$ cat config.mk
export PLATFORM = sky130hd
export DESIGN_NAME = sha1_byte_stream_hasher
export DESIGN_NICKNAME = d
export VERILOG_FILES = /design/src/sv/sha1h_pkg.sv /design/src/sv/sha1h_msg_sched.sv /design/src/sv/sha1h_round_core.sv /design/src/sv/sha1_byte_stream_hasher.sv
export SDC_FILE = /design/constraint.sdc
export NUM_CORES = 2
export LEC_CHECK = 0
export BUFFER_PORTS_ARGS = -buffer_cell sky130_fd_sc_hd__buf_2
export CORE_AREA = 2 2 380 382
export DETAILED_ROUTE_END_ITERATION = 16
export DIE_AREA = 0 0 382 384
export SYNTH_ARGS = -nofsm -noshare
export SYNTH_HDL_FRONTEND = slang
export SYNTH_HIERARCHICAL = 1
export SYNTH_SLANG_ARGS = --single-unit
$ cat constraint.sdc
create_clock -name clk -period 14.27 [get_ports clk]
set_input_delay 0.7135 -clock clk [delete_from_list [all_inputs] [get_ports clk]]
set_output_delay 0.7135 -clock clk [all_outputs]
set_load 0.005 [all_outputs]
$ cat src/sv/sha1h_pkg.sv
// Shared types, constants and round helpers for the SHA-1 byte stream hasher.
`default_nettype none

package sha1h_pkg;

    typedef enum logic [1:0] {
        GRP_CH   = 2'd0,
        GRP_PAR1 = 2'd1,
        GRP_MAJ  = 2'd2,
        GRP_PAR2 = 2'd3
    } grp_t;

    localparam logic [4:0][31:0] H_INIT = {
        32'hC3D2E1F0,
        32'h10325476,
        32'h98BADCFE,
        32'hEFCDAB89,
        32'h67452301
    };

    localparam logic [7:0] PAD_MARK   = 8'h80;
    localparam logic [7:0] PAD_ZERO   = 8'h00;
    localparam logic [5:0] POS_LAST   = 6'd63;
    localparam logic [5:0] POS_LENGTH = 6'd56;
    localparam logic [6:0] ROUND_LAST = 7'd79;
    localparam logic [6:0] ROUND_CH   = 7'd20;
    localparam logic [6:0] ROUND_PAR1 = 7'd40;
    localparam logic [6:0] ROUND_MAJ  = 7'd60;

    typedef struct packed {
        logic       byte_shift;
        logic [7:0] byte_val;
        logic       round_shift;
        logic       expand;
    } sched_ctrl_t;

    typedef struct packed {
        logic load_work;
        logic do_round;
        logic fold;
        logic init_hash;
        grp_t grp;
    } core_ctrl_t;

    function automatic logic [31:0] round_k(input grp_t g);
        logic [31:0] k;
        unique case (g)
            GRP_CH:   k = 32'h5A827999;
            GRP_PAR1: k = 32'h6ED9EBA1;
            GRP_MAJ:  k = 32'h8F1BBCDC;
            GRP_PAR2: k = 32'hCA62C1D6;
            default:  k = 32'h5A827999;
        endcase
        return k;
    endfunction

    function automatic logic [31:0] round_f(input grp_t g, input logic [31:0] b,
                                            input logic [31:0] c, input logic [31:0] d);
        logic [31:0] f;
        unique case (g)
            GRP_CH:   f = (b & c) | (~b & d);
            GRP_MAJ:  f = (b & c) | (b & d) | (c & d);
            GRP_PAR1: f = b ^ c ^ d;
            GRP_PAR2: f = b ^ c ^ d;
            default:  f = b ^ c ^ d;
        endcase
        return f;
    endfunction

endpackage

`default_nettype wire

$ cat src/sv/sha1h_msg_sched.sv
// Message window: gathers bytes big-endian and expands the schedule one word per round.
`default_nettype none

module sha1h_msg_sched (
    input  wire logic                  clk,
    input  wire sha1h_pkg::sched_ctrl_t ctrl,
    output logic [31:0]                w
);

    logic [31:0] win_reg  [16];
    logic [31:0] win_next [16];
    logic [31:0] mixed;

    assign mixed = win_reg[13] ^ win_reg[8] ^ win_reg[2] ^ win_reg[0];
    assign w     = ctrl.expand ? {mixed[30:0], mixed[31]} : win_reg[0];

    always_comb
    begin
        win_next = win_reg;
        priority if (ctrl.byte_shift)
        begin
            for (int i = 0; i < 15; i++)
            begin
                win_next[i] = {win_reg[i][23:0], win_reg[i + 1][31:24]};
            end
            win_next[15] = {win_reg[15][23:0], ctrl.byte_val};
        end
        else if (ctrl.round_shift)
        begin
            for (int i = 0; i < 15; i++)
            begin
                win_next[i] = win_reg[i + 1];
            end
            win_next[15] = w;
        end
        else
        begin
            win_next = win_reg;
        end
    end

    always_ff @(posedge clk)
    begin
        win_reg <= win_next;
    end

endmodule

`default_nettype wire

$ cat src/sv/sha1h_round_core.sv
// Round unit: working variables, one SHA-1 round per cycle while do_round is set, and the hash words.
`default_nettype none

module sha1h_round_core (
    input  wire logic                  clk,
    input  wire logic                  rst_n,
    input  wire sha1h_pkg::core_ctrl_t ctrl,
    input  wire logic [31:0]           w,
    output logic [4:0][31:0]           h
);

    logic [31:0]      a_reg, b_reg, c_reg, d_reg, e_reg;
    logic [31:0]      a_next, b_next, c_next, d_next, e_next;
    logic [4:0][31:0] h_reg, h_next;
    logic [31:0]      temp;

    assign temp = {a_reg[26:0], a_reg[31:27]}
                + sha1h_pkg::round_f(ctrl.grp, b_reg, c_reg, d_reg)
                + e_reg + sha1h_pkg::round_k(ctrl.grp) + w;

    assign h = h_reg;

    always_comb
    begin
        a_next = a_reg;
        b_next = b_reg;
        c_next = c_reg;
        d_next = d_reg;
        e_next = e_reg;
        priority if (ctrl.load_work)
        begin
            a_next = h_reg[0];
            b_next = h_reg[1];
            c_next = h_reg[2];
            d_next = h_reg[3];
            e_next = h_reg[4];
        end
        else if (ctrl.do_round)
        begin
            a_next = temp;
            b_next = a_reg;
            c_next = {b_reg[1:0], b_reg[31:2]};
            d_next = c_reg;
            e_next = d_reg;
        end
        else
        begin
            a_next = a_reg;
            b_next = b_reg;
            c_next = c_reg;
            d_next = d_reg;
            e_next = e_reg;
        end
    end

    always_comb
    begin
        h_next = h_reg;
        priority if (ctrl.init_hash)
        begin
            h_next = sha1h_pkg::H_INIT;
        end
        else if (ctrl.fold)
        begin
            h_next[0] = h_reg[0] + a_reg;
            h_next[1] = h_reg[1] + b_reg;
            h_next[2] = h_reg[2] + c_reg;
            h_next[3] = h_reg[3] + d_reg;
            h_next[4] = h_reg[4] + e_reg;
        end
        else
        begin
            h_next = h_reg;
        end
    end

    always_ff @(posedge clk)
    begin
        a_reg <= a_next;
        b_reg <= b_next;
        c_reg <= c_next;
        d_reg <= d_next;
        e_reg <= e_next;
    end

    always_ff @(posedge clk or negedge rst_n)
    begin
        if (!rst_n)
        begin
            h_reg <= sha1h_pkg::H_INIT;
        end
        else
        begin
            h_reg <= h_next;
        end
    end

endmodule

`default_nettype wire

$ cat src/sv/sha1_byte_stream_hasher.sv
// SHA-1 byte stream hasher top level: sequencer, byte count, padding and digest register.
// One message byte per item, gathered big-endian into 64-byte blocks. An item that does
// not fill a block and has last clear leaves the input ready for the next item. The item
// that fills a block holds the input while the shared round unit runs the 80 rounds and
// then folds the working variables into the hash words.
// An item with last set runs the padding one byte per cycle between compressions, through
// the same window (0x80, zeros, then the 64-bit bit length), one or two more block
// compressions, and the S_OUT state, which moves the digest to the output register once
// no digest is held stalled at the output.
// The digest register frees the input side, so the next message may start while the
// digest waits to be taken. After the digest the hash words return to their initial
// values and the byte count to zero.
`default_nettype none

module sha1_byte_stream_hasher (
    input  wire logic        clk,
    input  wire logic        rst_n,
    input  wire logic        byte_valid,
    output logic             byte_stall,
    input  wire logic [7:0]  data_byte,
    input  wire logic        byte_present,
    input  wire logic        last,
    output logic             digest_valid,
    input  wire logic        digest_stall,
    output logic [31:0]      digest_word0,
    output logic [31:0]      digest_word1,
    output logic [31:0]      digest_word2,
    output logic [31:0]      digest_word3,
    output logic [31:0]      digest_word4
);

    typedef enum logic [6:0] {
        S_IDLE   = 7'b0000001,
        S_ROUND  = 7'b0000010,
        S_FOLD   = 7'b0000100,
        S_PAD80  = 7'b0001000,
        S_PADZ   = 7'b0010000,
        S_PADLEN = 7'b0100000,
        S_OUT    = 7'b1000000
    } state_t;

    state_t                 state_reg, state_next;
    state_t                 ret_reg, ret_next;
    logic [6:0]             round_reg, round_next;
    logic [5:0]             pos_reg, pos_next;
    logic [63:0]            count_reg, count_next;
    logic [63:0]            len_reg, len_next;
    logic                   out_valid_reg, out_valid_next;
    logic [4:0][31:0]       digest_reg, digest_next;
    sha1h_pkg::sched_ctrl_t sc;
    sha1h_pkg::core_ctrl_t  cc;
    sha1h_pkg::grp_t        grp;
    logic [31:0]            w;
    logic [4:0][31:0]       h;

    sha1h_msg_sched u_sched (
        .clk  (clk),
        .ctrl (sc),
        .w    (w)
    );

    sha1h_round_core u_core (
        .clk   (clk),
        .rst_n (rst_n),
        .ctrl  (cc),
        .w     (w),
        .h     (h)
    );

    always_comb
    begin
        priority if (round_reg < sha1h_pkg::ROUND_CH)
        begin
            grp = sha1h_pkg::GRP_CH;
        end
        else if (round_reg < sha1h_pkg::ROUND_PAR1)
        begin
            grp = sha1h_pkg::GRP_PAR1;
        end
        else if (round_reg < sha1h_pkg::ROUND_MAJ)
        begin
            grp = sha1h_pkg::GRP_MAJ;
        end
        else
        begin
            grp = sha1h_pkg::GRP_PAR2;
        end
    end

    always_comb
    begin
        state_next     = state_reg;
        ret_next       = ret_reg;
        round_next     = round_reg;
        pos_next       = pos_reg;
        count_next     = count_reg;
        len_next       = len_reg;
        out_valid_next = out_valid_reg;
        digest_next    = digest_reg;
        sc             = '0;
        cc             = '0;
        cc.grp         = grp;

        if (out_valid_reg && !digest_stall)
        begin
            out_valid_next = 1'b0;
        end

        unique case (state_reg)
            S_IDLE:
            begin
                if (byte_valid)
                begin
                    if (byte_present)
                    begin
                        sc.byte_shift = 1'b1;
                        sc.byte_val   = data_byte;
                        count_next    = count_reg + 64'd1;
                        pos_next      = pos_reg + 6'd1;
                        if (pos_reg == sha1h_pkg::POS_LAST)
                        begin
                            cc.load_work = 1'b1;
                            round_next   = '0;
                            state_next   = S_ROUND;
                            ret_next     = last ? S_PAD80 : S_IDLE;
                        end
                        else if (last)
                        begin
                            state_next = S_PAD80;
                        end
                    end
                    else if (last)
                    begin
                        state_next = S_PAD80;
                    end
                end
            end
            S_PAD80:
            begin
                sc.byte_shift = 1'b1;
                sc.byte_val   = sha1h_pkg::PAD_MARK;
                pos_next      = pos_reg + 6'd1;
                len_next      = {count_reg[60:0], 3'b000};
                state_next    = S_PADZ;
                if (pos_reg == sha1h_pkg::POS_LAST)
                begin
                    cc.load_work = 1'b1;
                    round_next   = '0;
                    state_next   = S_ROUND;
                    ret_next     = S_PADZ;
                end
            end
            S_PADZ:
            begin
                if (pos_reg == sha1h_pkg::POS_LENGTH)
                begin
                    state_next = S_PADLEN;
                end
                else
                begin
                    sc.byte_shift = 1'b1;
                    sc.byte_val   = sha1h_pkg::PAD_ZERO;
                    pos_next      = pos_reg + 6'd1;
                    if (pos_reg == sha1h_pkg::POS_LAST)
                    begin
                        cc.load_work = 1'b1;
                        round_next   = '0;
                        state_next   = S_ROUND;
                        ret_next     = S_PADZ;
                    end
                end
            end
            S_PADLEN:
            begin
                sc.byte_shift = 1'b1;
                sc.byte_val   = len_reg[63:56];
                len_next      = {len_reg[55:0], 8'h00};
                pos_next      = pos_reg + 6'd1;
                if (pos_reg == sha1h_pkg::POS_LAST)
                begin
                    cc.load_work = 1'b1;
                    round_next   = '0;
                    state_next   = S_ROUND;
                    ret_next     = S_OUT;
                end
            end
            S_ROUND:
            begin
                cc.do_round    = 1'b1;
                sc.round_shift = 1'b1;
                sc.expand      = (round_reg[6:4] != 3'd0);
                round_next     = round_reg + 7'd1;
                if (round_reg == sha1h_pkg::ROUND_LAST)
                begin
                    round_next = '0;
                    state_next = S_FOLD;
                end
            end
            S_FOLD:
            begin
                cc.fold    = 1'b1;
                state_next = ret_reg;
            end
            S_OUT:
            begin
                if (!out_valid_reg || !digest_stall)
                begin
                    digest_next    = h;
                    out_valid_next = 1'b1;
                    cc.init_hash   = 1'b1;
                    count_next     = '0;
                    state_next     = S_IDLE;
                end
            end
            default:
            begin
                state_next = S_IDLE;
            end
        endcase
    end

    always_ff @(posedge clk or negedge rst_n)
    begin
        if (!rst_n)
        begin
            state_reg     <= S_IDLE;
            ret_reg       <= S_IDLE;
            round_reg     <= '0;
            pos_reg       <= '0;
            count_reg     <= '0;
            out_valid_reg <= 1'b0;
        end
        else
        begin
            state_reg     <= state_next;
            ret_reg       <= ret_next;
            round_reg     <= round_next;
            pos_reg       <= pos_next;
            count_reg     <= count_next;
            out_valid_reg <= out_valid_next;
        end
    end

    always_ff @(posedge clk)
    begin
        len_reg    <= len_next;
        digest_reg <= digest_next;
    end

    assign byte_stall   = (state_reg != S_IDLE);
    assign digest_valid = out_valid_reg;
    assign digest_word0 = digest_reg[0];
    assign digest_word1 = digest_reg[1];
    assign digest_word2 = digest_reg[2];
    assign digest_word3 = digest_reg[3];
    assign digest_word4 = digest_reg[4];

endmodule

`default_nettype wire

==> out/metrics.cfg <==
[timing]
setup_violations = 0
drv_slew = 0
rsz0062_at_grt = no
fmax_ghz = 0.131
hold_slack_ns = 0.236
hold_viol_final = 0
period_share_pct = 53.6
skew_ns = 0.0372
tightest_slew_ns = 1.17
tns_ns = 0
relSlewSlack_pct = 21.4
finalCriticalPeriod_ns = 7.65

[critical_path]
crit_top_cell = o21ai_0
worst-path-buf-inv = 4
cp_top_family = compound AO/OA/AOI/OAI gates
timing.critical_path.to_type = register
arrival_ns = 8.14
max_stage_delay_ns = 0.64
critPathMaxFanout = 46
crit_chain = nor3_1 -> nand3_1 -> nor2_4 -> buf_4 -> buf_4 -> nor2_1 -> a21oi_1 -> inv_1 -> fa_1 -> inv_1 -> fa_1 -> fa_1 -> ha_1 -> and3_1 -> and2_1 -> a221oi_1 -> o21ai_0 -> a21oi_1 -> o21ai_0 -> o21ai_0 -> o21ai_0 -> a211oi_1 -> o31ai_1
cp.required_ns = 14.76
slowest_stage = buf_4
start_kind = register
crit_type = reg2reg

[global_routing]
grt_overflow = 0
grt_max_degree = 161
grt_use_total_pct = 21.0
grt_antenna_before_repair = 8
grt_pass1_vias = 38200
grt_pass1_wl_um = 238000

[min_path]
hold_class = in2reg

[synth]
syn_area_mm2 = 0.0638
synth.distinct_cells = 100
ys_seq_area_share_pct = 51.8
ys_async_sr_fraction_pct = 21.6
synth.avg_cell_area_um2 = 13.0
synth_nets = 5256
synth_cells = 4916
synth_flop_cell = edfxtp_1
synth_edf_count = 893
yosysWarnings = 6
synth_seq_cells = 1139

[placement]
place_congestion = 0.928
io_buffer_count = 175
dp_hpwl_um = 109000

[cells_and_area]
utilization_pct = 48.9
final_common_cell = edfxtp_1
mostFrequentLayoutCells = edfxtp_1 (893), mux2_4 (474), nand2_1 (400)
nNetsFinal = 5389
synthToLayoutAreaGrowth_pct = 9.41
largest_reg_flops = 512
layout-drive-gt1-share_pct = 22.2

[cts]
cts.clk_slew.worst_paths_ns = 0.06
clock_tree.root_cell = clkbuf_16
cts_setup_buffers = 0
cts.sinks = 1139
cts_tree = built
cts_made_buffers = 121
cts_htree_levels = 3
cts-resized-gates = 0
cts.path.max_buffers = 3
clk_latency_ns = 0.78

[routing]
vias_per_cell = 5.60
routed_wl_um = 156000
drt-wirelength-per-cell_um = 22.1
drt-initial-drc-count = 3570
num_vias = 39500
post-route-drc-count = 0
final_antenna_net_count = 0
dr.pass1.iters = 5

[floorplanning]
core_area_mm2 = 0.143
ios = 176
rows = 139
die_area_mm2 = 0.147
start_util_pct = 44.7
chipWidth_um = 382
die_h_um = 384

[run]
cap_violations = 0

[power_and_ir_drop]
ir_drop_uv = 169
power.density_mw_per_mm2 = 197
power_leakage_nw = 25.9

[status]
status = finished clean

==> routing by layer <==
metal,GRT usage (%),share of wire (%),vias to the layer above
li1,-,-,18400
met1,31.5,48,19900
met5,0,0.0083,-
met2,31.5,44,1052
met3,3.74,5.8,184
met4,5.01,2.1,2
==> synth_stat cells, drive strengths merged (23+ instances only) <==
cell    count  share of area (%)
mux2      600                 13
inv       251                1.5
mux2i      84                1.3
edfxtp    893                 42
ha        201                3.9
buf        95                2.1
nand2b     49               0.48
a211oi     23               0.30
nand4      41               0.40
a31oi      23               0.23
o21ai     291                2.3
a21o       77               0.91
nor2b      24               0.24
dfstp      82                3.4
fa        125                3.9
o31ai      35               0.41
dfrtp     164                6.4
or3        31               0.30
nor3       43               0.35
a221oi     29               0.40
nor2      245                1.5
nand3      59               0.47
o21a       24               0.28
clkbuf    118               0.70
xnor2     122                1.7
nor3b      26               0.49
xor2      125                1.7
a21oi     314                2.5
and3       31               0.30
nand2     400                2.4
==> path summary, 6_finish.rpt <==
| check | from | end | slack [ns] | cells past startpoint |
|---|---|---|---|---|
| setup / recovery | state_reg[5] | u_core/a_reg[29] | 6.62 | 23 |
| hold / removal | last | state_reg[3] | 0.24 | 3 |
| setup reg to reg | state_reg[5] | u_core/a_reg[29] | 6.62 | 23 |
| hold reg to reg | pos_reg[5] | pos_reg[5] | 0.47 | 1 |
| max in group asynchronous | rst_n | state_reg[6] | 11.27 | 5 |
| min in group asynchronous | rst_n | u_core/h[105] | 0.56 | 2 |
==> timing repair <==
item	in CTS	in global routing
hold buffers	1	0
endpoints found under the hold margin	30	0
endpoints found under the setup margin	0	0
==> logic make-up (layout without fill, tap and decap cells) <==
family          count (synthesis)  count (layout)  share of synthesized area (%)
compound gates                997             997                           9.75
flops                        1139            1139                           51.8
buf+inv                       465             705                           4.27
fa+ha+maj                     326             326                           7.87
simple gates                 1058            1058                           8.18
other cells                     0               1                              0
xor+xnor                      247             247                           3.39
mux                           684             684                           14.7
==> area by class of cell <==
class	count	area, µm²
Tap cell	1903	2380
Clock inverter	73	847
Multi-Input combinational cell	3312	28000
Timing Repair Buffer	223	1290
Antenna cell	1	2.50
Fill cell	12500	73000
Sequential cell	1139	33100
Inverter	252	963
Clock buffer	157	3200
==> worst register-to-register path, delay by kind of cell, from the launching register on <==
kind	cells	cell delay (ns)
simple gates	6	1.36
fa+ha+maj	4	1.82
buf+inv	4	1.34
flops	1	0.52
compound gates	9	2.33
==> power by group <==
part / internal (mW) / switching [mW] / total [mW]
sequential: 4.79 / 0.505 / 5.29
clock: 1.88 / 1.37 / 3.25
combinational: 2.54 / 2.68 / 5.22
==> metrics by stage <==
stage          total power [mW]  setup slack, ns  instance area (µm²)  instances
2_1_floorplan              9.71            0.866                63800       4916
3_3_place_gp               10.4             7.09                65700       6828
3_5_place_dp               10.5             6.91                65700       6828
4_1_cts                    13.8             6.85                69800       7059
5_1_grt                    14.5             6.18                69800       7059
6_report                   13.8             6.62                69800       7060
Power figures use the tool's default switching activity.
